`src/design/rxsa_pkg.sv`:
```
`default_nettype none

package rxsa_pkg;

    // Number of slot ids managed by default
    localparam int ID_COUNT_DEF = 256;

    // Field widths of an item
    localparam int ID_W     = 8;
    localparam int STATUS_W = 16;
    localparam int OFFSET_W = 16;
    localparam int FLAGS_W  = 16;
    localparam int LEN_W    = 15;
    localparam int OCTET_W  = 24;
    localparam int FRAGS_W  = 9;
    localparam int CODE_W   = 2;

    // Response flag bits
    localparam int FLAG_MORE_BIT   = 2;
    localparam int FLAG_PREFIX_BIT = 4;

    // Function selector
    localparam logic FUNC_ALLOC = 1'b0;
    localparam logic FUNC_RESP  = 1'b1;

    // Result codes
    localparam logic [CODE_W-1:0] RC_OK       = 2'd0;
    localparam logic [CODE_W-1:0] RC_NO_ID    = 2'd1;
    localparam logic [CODE_W-1:0] RC_NOT_BUSY = 2'd2;

    localparam logic [OCTET_W-1:0] OCTET_MAX = {OCTET_W{1'b1}};
    localparam logic [FRAGS_W-1:0] FRAG_MAX  = {FRAGS_W{1'b1}};

    // Commands from the controller to the datapath
    typedef struct packed {
        logic clr_wr;   // write one entry of the link memory initialisation
        logic accept;   // an input item is taken this cycle
        logic exec;     // memory data of the held item is valid, finish it
    } t_cmd;

    // Status from the datapath to the controller
    typedef struct packed {
        logic clr_last; // the initialisation pass writes its final entry
    } t_status;

    // One result item
    typedef struct packed {
        logic [ID_W-1:0]     alloc_id;
        logic [CODE_W-1:0]   result_code;
        logic                frag_used;
        logic [OFFSET_W-1:0] frag_offset;
        logic [LEN_W-1:0]    frag_length;
        logic                packet_done;
        logic [OCTET_W-1:0]  total_octets;
        logic [FRAGS_W-1:0]  total_frags;
        logic [FLAGS_W-1:0]  packet_flags;
        logic                packet_failed;
        logic [OFFSET_W-1:0] gso_size;
        logic                gso_present;
    } t_result;

endpackage

`default_nettype wire

```
`src/design/rxsa_ram.sv`:
```
`default_nettype none

// Simple dual-port RAM, one write and one registered read port.
module rxsa_ram #(
    parameter int WIDTH = 8,
    parameter int DEPTH = 256
) (
    input  wire logic                     i_clk,
    input  wire logic                     i_we,
    input  wire logic [$clog2(DEPTH)-1:0] i_waddr,
    input  wire logic [WIDTH-1:0]         i_wdata,
    input  wire logic                     i_re,
    input  wire logic [$clog2(DEPTH)-1:0] i_raddr,
    output logic      [WIDTH-1:0]         o_rdata
);

    logic [WIDTH-1:0] r_mem [DEPTH];

    always_ff @(posedge i_clk) begin
        if (i_we) begin
            r_mem[i_waddr] <= i_wdata;
        end
        if (i_re) begin
            o_rdata <= r_mem[i_raddr];
        end
    end

endmodule

`default_nettype wire

```
`src/design/rxsa_ctrl.sv`:
```
`default_nettype none

// Sequencer: initialisation pass, then one item at a time (accept, execute).
module rxsa_ctrl (
    input  wire logic              i_clk,
    input  wire logic              i_rst_n,
    input  wire logic              i_in_valid,
    input  wire logic              i_out_ready,
    input  wire rxsa_pkg::t_status i_status,
    output logic                   o_in_ready,
    output logic                   o_out_valid,
    output rxsa_pkg::t_cmd         o_cmd
);
    import rxsa_pkg::*;

    localparam logic [1:0] ST_CLEAR = 2'd0;
    localparam logic [1:0] ST_IDLE  = 2'd1;
    localparam logic [1:0] ST_EXEC  = 2'd2;

    logic [1:0] r_state;
    logic [1:0] n_state;
    logic       r_out_valid;
    logic       n_out_valid;

    always_comb begin
        n_state    = r_state;
        o_in_ready = 1'b0;
        o_cmd      = '0;
        unique case (r_state)
            ST_CLEAR: begin
                o_cmd.clr_wr = 1'b1;
                if (i_status.clr_last) begin
                    n_state = ST_IDLE;
                end
            end
            ST_IDLE: begin
                // The result register must be empty, or emptied this cycle.
                o_in_ready   = !r_out_valid || i_out_ready;
                o_cmd.accept = o_in_ready && i_in_valid;
                if (o_cmd.accept) begin
                    n_state = ST_EXEC;
                end
            end
            ST_EXEC: begin
                o_cmd.exec = 1'b1;
                n_state    = ST_IDLE;
            end
            default: begin
                n_state = ST_CLEAR;
            end
        endcase
    end

    always_comb begin
        n_out_valid = r_out_valid;
        if (o_cmd.exec) begin
            n_out_valid = 1'b1;
        end else if (i_out_ready) begin
            n_out_valid = 1'b0;
        end
    end

    always_ff @(posedge i_clk) begin
        if (!i_rst_n) begin
            r_state     <= ST_CLEAR;
            r_out_valid <= 1'b0;
        end else begin
            r_state     <= n_state;
            r_out_valid <= n_out_valid;
        end
    end

    assign o_out_valid = r_out_valid;

endmodule

`default_nettype wire

```
`src/design/rxsa_dp.sv`:
```
`default_nettype none

// Datapath: free list head, link and busy memory, packet assembly totals.
module rxsa_dp #(
    parameter int ID_COUNT = rxsa_pkg::ID_COUNT_DEF
) (
    input  wire logic                              i_clk,
    input  wire logic                              i_rst_n,
    input  wire rxsa_pkg::t_cmd                    i_cmd,
    input  wire logic                              i_func,
    input  wire logic [rxsa_pkg::ID_W-1:0]         i_resp_id,
    input  wire logic [rxsa_pkg::STATUS_W-1:0]     i_resp_status,
    input  wire logic [rxsa_pkg::OFFSET_W-1:0]     i_resp_offset,
    input  wire logic [rxsa_pkg::FLAGS_W-1:0]      i_resp_flags,
    output rxsa_pkg::t_status                      o_status,
    output rxsa_pkg::t_result                      o_result
);
    import rxsa_pkg::*;

    localparam int IDW = $clog2(ID_COUNT);
    // Memory word: busy bit, no-link mark, link
    localparam int EW       = IDW + 2;
    localparam int BUSY_BIT = EW - 1;
    localparam int NOLK_BIT = EW - 2;

    // Held input item
    logic                r_func;
    logic [ID_W-1:0]     r_id;
    logic [STATUS_W-1:0] r_st;
    logic [OFFSET_W-1:0] r_off;
    logic [FLAGS_W-1:0]  r_fl;

    // Free list
    logic [IDW-1:0] r_head;
    logic [IDW-1:0] n_head;
    logic           r_head_valid;
    logic           n_head_valid;
    logic [IDW-1:0] r_clr;

    // Assembly state
    logic [OCTET_W-1:0]  r_oct;
    logic [OCTET_W-1:0]  n_oct;
    logic [FRAGS_W-1:0]  r_frags;
    logic [FRAGS_W-1:0]  n_frags;
    logic [FLAGS_W-1:0]  r_flags;
    logic [FLAGS_W-1:0]  n_flags;
    logic                r_err;
    logic                n_err;
    logic [OFFSET_W-1:0] r_seg;
    logic [OFFSET_W-1:0] n_seg;
    logic                r_seg_seen;
    logic                n_seg_seen;

    t_result r_res;
    t_result n_res;

    // Memory signals
    logic           mem_we;
    logic [IDW-1:0] mem_waddr;
    logic [EW-1:0]  mem_wdata;
    logic [IDW-1:0] mem_raddr;
    logic [EW-1:0]  mem_rdata;

    logic                id_in_range;
    logic [IDW-1:0]      id_idx;
    logic                neg;
    logic [LEN_W-1:0]    len;
    logic                is_data;
    logic                done;
    logic [OCTET_W:0]    oct_sum;

    assign id_idx      = IDW'(r_id);
    assign id_in_range = 32'(r_id) < 32'(ID_COUNT);

    // Allocation reads the head entry, a response reads the entry it names.
    assign mem_raddr = (i_func == FUNC_RESP) ? IDW'(i_resp_id) : r_head;

    assign o_status.clr_last = (r_clr == IDW'(ID_COUNT - 1));

    rxsa_ram #(
        .WIDTH (EW),
        .DEPTH (ID_COUNT)
    ) u_link_ram (
        .i_clk   (i_clk),
        .i_we    (mem_we),
        .i_waddr (mem_waddr),
        .i_wdata (mem_wdata),
        .i_re    (i_cmd.accept),
        .i_raddr (mem_raddr),
        .o_rdata (mem_rdata)
    );

    assign neg     = r_st[STATUS_W-1];
    assign len     = neg ? '0 : r_st[LEN_W-1:0];
    assign is_data = !r_fl[FLAG_PREFIX_BIT];
    assign done    = !r_fl[FLAG_MORE_BIT];
    assign oct_sum = {1'b0, r_oct} + (OCTET_W+1)'(len);

    always_comb begin
        n_head       = r_head;
        n_head_valid = r_head_valid;
        n_res        = r_res;
        n_oct        = r_oct;
        n_frags      = r_frags;
        n_flags      = r_flags;
        n_err        = r_err;
        n_seg        = r_seg;
        n_seg_seen   = r_seg_seen;
        mem_we       = 1'b0;
        mem_waddr    = r_clr;
        mem_wdata    = '0;

        if (i_cmd.clr_wr) begin
            // Entry i links to i-1, entry 0 ends the list.
            mem_we              = 1'b1;
            mem_wdata[IDW-1:0]  = r_clr - IDW'(1);
            mem_wdata[NOLK_BIT] = (r_clr == '0);
        end

        if (i_cmd.exec) begin
            n_res = '0;
            if (r_func == FUNC_ALLOC) begin
                if (r_head_valid) begin
                    n_res.alloc_id    = ID_W'(r_head);
                    n_res.result_code = RC_OK;
                    mem_we              = 1'b1;
                    mem_waddr           = r_head;
                    mem_wdata[BUSY_BIT] = 1'b1;
                    mem_wdata[NOLK_BIT] = 1'b1;
                    n_head              = mem_rdata[IDW-1:0];
                    n_head_valid        = !mem_rdata[NOLK_BIT];
                end else begin
                    n_res.result_code = RC_NO_ID;
                end
            end else begin
                if (id_in_range && mem_rdata[BUSY_BIT]) begin
                    n_res.result_code   = RC_OK;
                    mem_we              = 1'b1;
                    mem_waddr           = id_idx;
                    mem_wdata[IDW-1:0]  = r_head;
                    mem_wdata[NOLK_BIT] = !r_head_valid;
                    n_head              = id_idx;
                    n_head_valid        = 1'b1;
                end else begin
                    n_res.result_code = RC_NOT_BUSY;
                end

                n_flags = r_flags | r_fl;
                n_err   = r_err | neg;
                if (is_data) begin
                    n_oct   = oct_sum[OCTET_W] ? OCTET_MAX : oct_sum[OCTET_W-1:0];
                    n_frags = (r_frags == FRAG_MAX) ? r_frags : r_frags + FRAGS_W'(1);
                end else begin
                    n_seg      = r_off;
                    n_seg_seen = 1'b1;
                end

                n_res.frag_used     = is_data;
                n_res.frag_offset   = is_data ? r_off : '0;
                n_res.frag_length   = is_data ? len : '0;
                n_res.packet_done   = done;
                n_res.total_octets  = n_oct;
                n_res.total_frags   = n_frags;
                n_res.packet_flags  = n_flags;
                n_res.packet_failed = n_err;
                n_res.gso_size      = n_seg;
                n_res.gso_present   = n_seg_seen;

                if (done) begin
                    n_oct      = '0;
                    n_frags    = '0;
                    n_flags    = '0;
                    n_err      = 1'b0;
                    n_seg      = '0;
                    n_seg_seen = 1'b0;
                end
            end
        end
    end

    always_ff @(posedge i_clk) begin
        if (i_cmd.accept) begin
            r_func <= i_func;
            r_id   <= i_resp_id;
            r_st   <= i_resp_status;
            r_off  <= i_resp_offset;
            r_fl   <= i_resp_flags;
        end
        r_res <= n_res;
    end

    always_ff @(posedge i_clk) begin
        if (!i_rst_n) begin
            r_head       <= IDW'(ID_COUNT - 1);
            r_head_valid <= 1'b1;
            r_clr        <= '0;
            r_oct        <= '0;
            r_frags      <= '0;
            r_flags      <= '0;
            r_err        <= 1'b0;
            r_seg        <= '0;
            r_seg_seen   <= 1'b0;
        end else begin
            r_head       <= n_head;
            r_head_valid <= n_head_valid;
            if (i_cmd.clr_wr) begin
                r_clr <= r_clr + IDW'(1);
            end
            r_oct      <= n_oct;
            r_frags    <= n_frags;
            r_flags    <= n_flags;
            r_err      <= n_err;
            r_seg      <= n_seg;
            r_seg_seen <= n_seg_seen;
        end
    end

    assign o_result = r_res;

endmodule

`default_nettype wire

```
`src/design/rx_slot_allocator_and_chain_assembler_unit.sv`:
```
// Receive-slot allocator and fragment chain assembler.
// Input channel s_axis_*: tuser selects the function (0 allocate a slot id,
// 1 consume one receive response); tdata carries the response fields.
// Output channel m_axis_*: exactly one result item per input item, in order.
// tlast marks the response that ends a packet; tuser carries the result code
// and the data-fragment marker; tdata carries the id and the packet totals.
// Each item first reads the link memory (a synchronous single-read RAM
// holding the free list links and busy bits), then updates the list head,
// writes the memory back and loads the result register. A new item is not
// accepted until the previous one has been finished.
// After reset the link memory is initialised, one entry per cycle; no item
// is accepted during that time.
// When the receiver stalls the result waits in its register and the block
// stops taking input until that item has been taken; a new item can be
// accepted in the same cycle as the waiting result leaves.
`default_nettype none

module rx_slot_allocator_and_chain_assembler_unit #(
    parameter int ID_COUNT = rxsa_pkg::ID_COUNT_DEF
) (
    input  wire logic         i_clk,
    input  wire logic         i_rst_n,
    input  wire logic         s_axis_tvalid,
    output logic              s_axis_tready,
    // resp_id[7:0], resp_status[23:8], resp_offset[39:24], resp_flags[55:40]
    input  wire logic [55:0]  s_axis_tdata,
    // func[0]
    input  wire logic [0:0]   s_axis_tuser,
    output logic              m_axis_tvalid,
    input  wire logic         m_axis_tready,
    // alloc_id[7:0], frag_offset[23:8], frag_length[38:24],
    // total_octets[62:39], total_frags[71:63], packet_flags[87:72],
    // packet_failed[88], gso_size[104:89], gso_present[105], zero[111:106]
    output logic [111:0]      m_axis_tdata,
    // result_code[1:0], frag_used[2]
    output logic [2:0]        m_axis_tuser,
    // packet_done
    output logic              m_axis_tlast
);
    import rxsa_pkg::*;

    t_cmd    cmd;
    t_status status;
    t_result res;

    rxsa_ctrl u_ctrl (
        .i_clk       (i_clk),
        .i_rst_n     (i_rst_n),
        .i_in_valid  (s_axis_tvalid),
        .i_out_ready (m_axis_tready),
        .i_status    (status),
        .o_in_ready  (s_axis_tready),
        .o_out_valid (m_axis_tvalid),
        .o_cmd       (cmd)
    );

    rxsa_dp #(
        .ID_COUNT (ID_COUNT)
    ) u_dp (
        .i_clk         (i_clk),
        .i_rst_n       (i_rst_n),
        .i_cmd         (cmd),
        .i_func        (s_axis_tuser[0]),
        .i_resp_id     (s_axis_tdata[7:0]),
        .i_resp_status (s_axis_tdata[23:8]),
        .i_resp_offset (s_axis_tdata[39:24]),
        .i_resp_flags  (s_axis_tdata[55:40]),
        .o_status      (status),
        .o_result      (res)
    );

    // Pack the result item onto the output channel.
    assign m_axis_tdata = {
        6'd0,
        res.gso_present,
        res.gso_size,
        res.packet_failed,
        res.packet_flags,
        res.total_frags,
        res.total_octets,
        res.frag_length,
        res.frag_offset,
        res.alloc_id
    };
    assign m_axis_tuser = {res.frag_used, res.result_code};
    assign m_axis_tlast = res.packet_done;

    // No item may be taken while the link memory is being initialised.
    a_no_accept_in_clear: assert property (@(posedge i_clk) disable iff (!i_rst_n)
        cmd.clr_wr |-> !s_axis_tready)
        else $error("input ready during link memory initialisation");

    // An accepted item is finished in the following cycle.
    a_accept_then_exec: assert property (@(posedge i_clk) disable iff (!i_rst_n)
        (s_axis_tvalid && s_axis_tready) |=> cmd.exec)
        else $error("accepted item not executed in the next cycle");

    // Finishing an item always presents a result.
    a_exec_then_valid: assert property (@(posedge i_clk) disable iff (!i_rst_n)
        cmd.exec |=> (m_axis_tvalid && !s_axis_tready || m_axis_tvalid))
        else $error("executed item produced no result");

    // Result codes stay within the defined set.
    a_code_defined: assert property (@(posedge i_clk) disable iff (!i_rst_n)
        m_axis_tvalid |-> (m_axis_tuser[1:0] == RC_OK || m_axis_tuser[1:0] == RC_NO_ID ||
                           m_axis_tuser[1:0] == RC_NOT_BUSY))
        else $error("undefined result code");

endmodule

`default_nettype wire
```
`config.mk`:
```
export PLATFORM = sky130hd
export DESIGN_NAME = rx_slot_allocator_and_chain_assembler_unit
export DESIGN_NICKNAME = d
export VERILOG_FILES = /design/src/design/rxsa_pkg.sv /design/src/design/rxsa_ram.sv /design/src/design/rxsa_ctrl.sv /design/src/design/rxsa_dp.sv /design/src/design/rx_slot_allocator_and_chain_assembler_unit.sv
export SDC_FILE = /design/constraint.sdc
export NUM_CORES = 2
export LEC_CHECK = 0
export BUFFER_PORTS_ARGS = -buffer_cell sky130_fd_sc_hd__buf_2
export CAP_MARGIN = 25
export CORE_ASPECT_RATIO = 1.4
export CORE_MARGIN = 1
export CORE_UTILIZATION = 40
export DETAILED_ROUTE_END_ITERATION = 8
export PLACE_DENSITY = 0.62
export SYNTH_ARGS = -nofsm -noshare
export SYNTH_HDL_FRONTEND = slang
export SYNTH_SLANG_ARGS = --single-unit
```
`constraint.sdc`:
```
create_clock -name i_clk -period 26.8 [get_ports i_clk]
set_clock_uncertainty 0.1 [all_clocks]
set_input_delay 1.34 -clock i_clk [delete_from_list [all_inputs] [get_ports i_clk]]
set_output_delay 1.34 -clock i_clk [all_outputs]
set_load 0.02 [all_outputs]
```
==> qor.csv <==
stage,metric,value,unit
run_status,status,"finished, violations left",
run_status,violations,max-slew violations,
route,vias,69300,
clocking,cts_tree,yes,
worst_setup_path,worst-setup-path-type,primary input to flip-flop,
die,dieWidth,450,µm
logic_synthesis,synthArstFlopShare,0,%
pwr,pwr_density_cell,73.3,nW/µm²
clocking,ctsResizeCount,0,
finish,final_common_cell,edfxtp_1,
finish,layout-drive-gt1-share,13.4,%
worst_setup_path,crit_arrival,7.06,ns
grt,grt_pass1_wl,484000,µm
place,portBuffers,172,
logic_synthesis,synth.distinct_cells,78,
logic_synthesis,synth.largest_area_cell,edfxtp_1,
timing,tightest_slew,1.63,ns
route,top_layer,met5,
route,first_iter_violations,8014,
finish,mostFrequentLayoutCells,"edfxtp_1 (2737), nand2_1 (1306), a21oi_1 (471), mux2i_1 (454), nor2_1 (447)",
grt,grt_max_degree,187,
worst_setup_path,reg2reg_depth,10,
clocking,clkLatencyLatePin,0.89,ns
logic_synthesis,synth_edf_count,2737,
worst_setup_path,crit_path_end_kind,flip-flop,
route,wl_per_cell,28.9,µm
die,die_area,283000,µm²
logic_synthesis,ys.flop_type,edfxtp_1,
min_path,min_path_type,flip-flop to flip-flop,
route,wl,341000,µm
finish,fin_area,127000,µm²
clocking,numCtsBuffers,267,
place,placed_cell_area,119000,µm²
min_path,hold_path_end,u_dp.r_flags[5],
finish,nets,7964,
die,fp.coreArea,280000,µm²
logic_synthesis,synth_top_area_share,73.0,%
timing,rsz0062_at_grt,no,
flow_run,maxCapViolCount,0,
clocking,ctsHoldBuffers,0,
logic_synthesis,yosysSeqAreaShare,74.6,%
min_path,holdCritStartpoint,u_dp.r_flags[5],
timing,slew_viol_final,91,
grt,grt_pass1_vias,66800,
route,viasPerCell,5.87,
clocking,clk_pin_slew,0.07,ns
min_path,hold_depth,2,
place,dp_hpwl,208000,µm
timing,slew_headroom,-8.90,%
die,die_h,630,µm
clocking,cts_root_buf,clkbuf_16,
route,wl_met2,165000,µm
pwr,leakagePower,43.3,nW
route,ant_nets,0,
grt,grt.total_usage,23.3,%
logic_synthesis,yosys_warnings,0,
worst_setup_path,path_max_fanout,114,
route,wl_met3,29300,µm
clocking,max-clock-path-buffers,4,
timing,post-route-period-util,24.5,%
timing,fin_tns_setup,0,ns
worst_setup_path,timing.rr.end,u_dp.u_link_ram.o_rdata[1],
route,dr.pass1.iters,6,
worst_setup_path,worstPathRequired,27.29,ns
logic_synthesis,postSynthCellCount,7578,
die,io_pins,179,
logic_synthesis,synth_area_leaders,"edfxtp_1 (73%), nand2_1 (4.4%), mux2i_1 (4.1%), mux4_2 (2.9%), a21oi_1 (2.1%)",
finish,syn2layout_area_growth,13.3,%
route,route.detailed.drc,0,
place,gp_congestion,0.920,
grt,overflow,0,
timing,setup_viol,0,
worst_setup_path,rrSetupSlack,20.85,ns
worst_setup_path,start_kind,primary input,
grt,antenna_found_initial,16,
logic_synthesis,synth_seq_cells,2824,
pwr,ir_drop,44.3,µV
clocking,htreeDepth,5,
logic_synthesis,netlist_area,113000,µm²
worst_setup_path,rr_startpoint,u_dp.r_head[0],
timing,timing.fmax,152,MHz
clocking,cts.sinks,2824,
route,wl_met1,121000,µm
timing,hold_viol,0,
clocking,postCtsSetupBuffers,0,
die,core.rowCount,230,
logic_synthesis,synth_area_per_cell,14.8,µm²
timing,fin_crit,6.56,ns
die,start_util,40.2,%
cell type report:
class / count / area [µm²]
inverter: 15 / 58.8
antenna: 11 / 27.5
clock inverter: 128 / 1150
timing repair buffer: 526 / 3950
clock buffer: 338 / 7280
fill: 24000 / 153000
tap: 3712 / 4640
sequential: 2824 / 83900
multi-input combinational: 4250 / 26400
worst max-delay path, cell delays in order:
cell,delay (ns)
buf_2,0.59
mux2_8,0.75
buf_4,0.79
buf_12,0.58
buf_4,0.78
mux4_2,0.60
a2111oi_0,0.48
nor3_1,0.18
nor3_1,0.30
a311o_1,0.27
nand4_1,0.10
per-stage QoR:
step	util, %	worst slack, ns	power (mW)	cells	hold WS [ns]
6_report	45.5	20.24	9.35	11800	0.370
5_1_grt	45.5	19.86	9.56	11800	0.388
4_1_cts	45.3	20.17	9.37	11700	0.372
3_5_place_dp	42.3	19.27	5.68	11300	0.357
3_3_place_gp	42.0	19.28	5.66	11200	0.347
2_1_floorplan	-	13.46	5.50	7583	0.337
Yosys cell counts (all sizes together) (33+ instances only):
library cell,instances
a2111oi,36
a21oi,473
a311oi,33
a31oi,50
and3,64
buf,296
clkbuf,198
dfxtp,87
edfxtp,2737
mux2i,460
mux4,146
nand2,1307
nand3,406
nor2,457
nor3,117
o21ai,121
o221ai,169
o22ai,55
cells by family (layout without fill, tap and decap cells):
group                    count (synthesis)  after routing  synth area share (%)
AND/OR/NAND/NOR                       2463           2463                  9.22
buffers and inverters                  509           1007                  2.23
multiplexers                           614            614                  7.10
AO/OA/AOI/OAI                         1122           1122                  6.43
adder cells (fa/ha/maj)                 19             19                 0.218
other                                    1             17               0.00333
flip-flops                            2824           2824                  74.6
XOR/XNOR                                26             26                 0.202
worst max path at each step:
stage / from / endpoint / slack, ns / cells after the start
floorplan: u_dp.r_clr[0] / u_dp.u_link_ram.r_mem[0][6] / 13.46 / 6
global placement: s_axis_tuser / u_dp.u_link_ram.o_rdata[2] / 19.28 / 10
detailed placement: s_axis_tuser / u_dp.u_link_ram.o_rdata[2] / 19.27 / 11
CTS: s_axis_tuser / u_dp.u_link_ram.o_rdata[2] / 20.17 / 11
global route: s_axis_tuser / u_dp.u_link_ram.o_rdata[1] / 19.86 / 11
finish: s_axis_tuser / u_dp.u_link_ram.o_rdata[1] / 20.24 / 11
metal layers:
metal  GRT usage, %  vias to the layer above
li1               -                    29500
met1           28.2                    35100
met2           38.9                     3852
met3           3.82                      814
met4           14.6                        8
met5              0                        -
registers in the layout, summed over array words and instances (netlist names), 2 cells and up:
signal and count:
u_dp.u_link_ram.r_mem 2560, u_dp.r_frags 9, u_dp.u_link_ram.o_rdata 10, u_dp.r_head 8, u_dp.r_st 16, u_dp.o_result 110
u_dp.r_flags 16, u_dp.r_fl 16, u_dp.r_clr 8, u_dp.r_oct 24, u_dp.id_idx 8, u_dp.r_seg 16
u_dp.r_off 16, u_ctrl.r_state 2
power breakdown:
group / leakage (nW) / internal [mW] / switching, mW / total [mW]
clock network: 4.12 / 2.12 / 1.63 / 3.75
logic: 14.4 / 0.134 / 0.495 / 0.629
registers: 24.8 / 4.96 / 0.00250 / 4.97
Power figures use the tool's default switching activity.
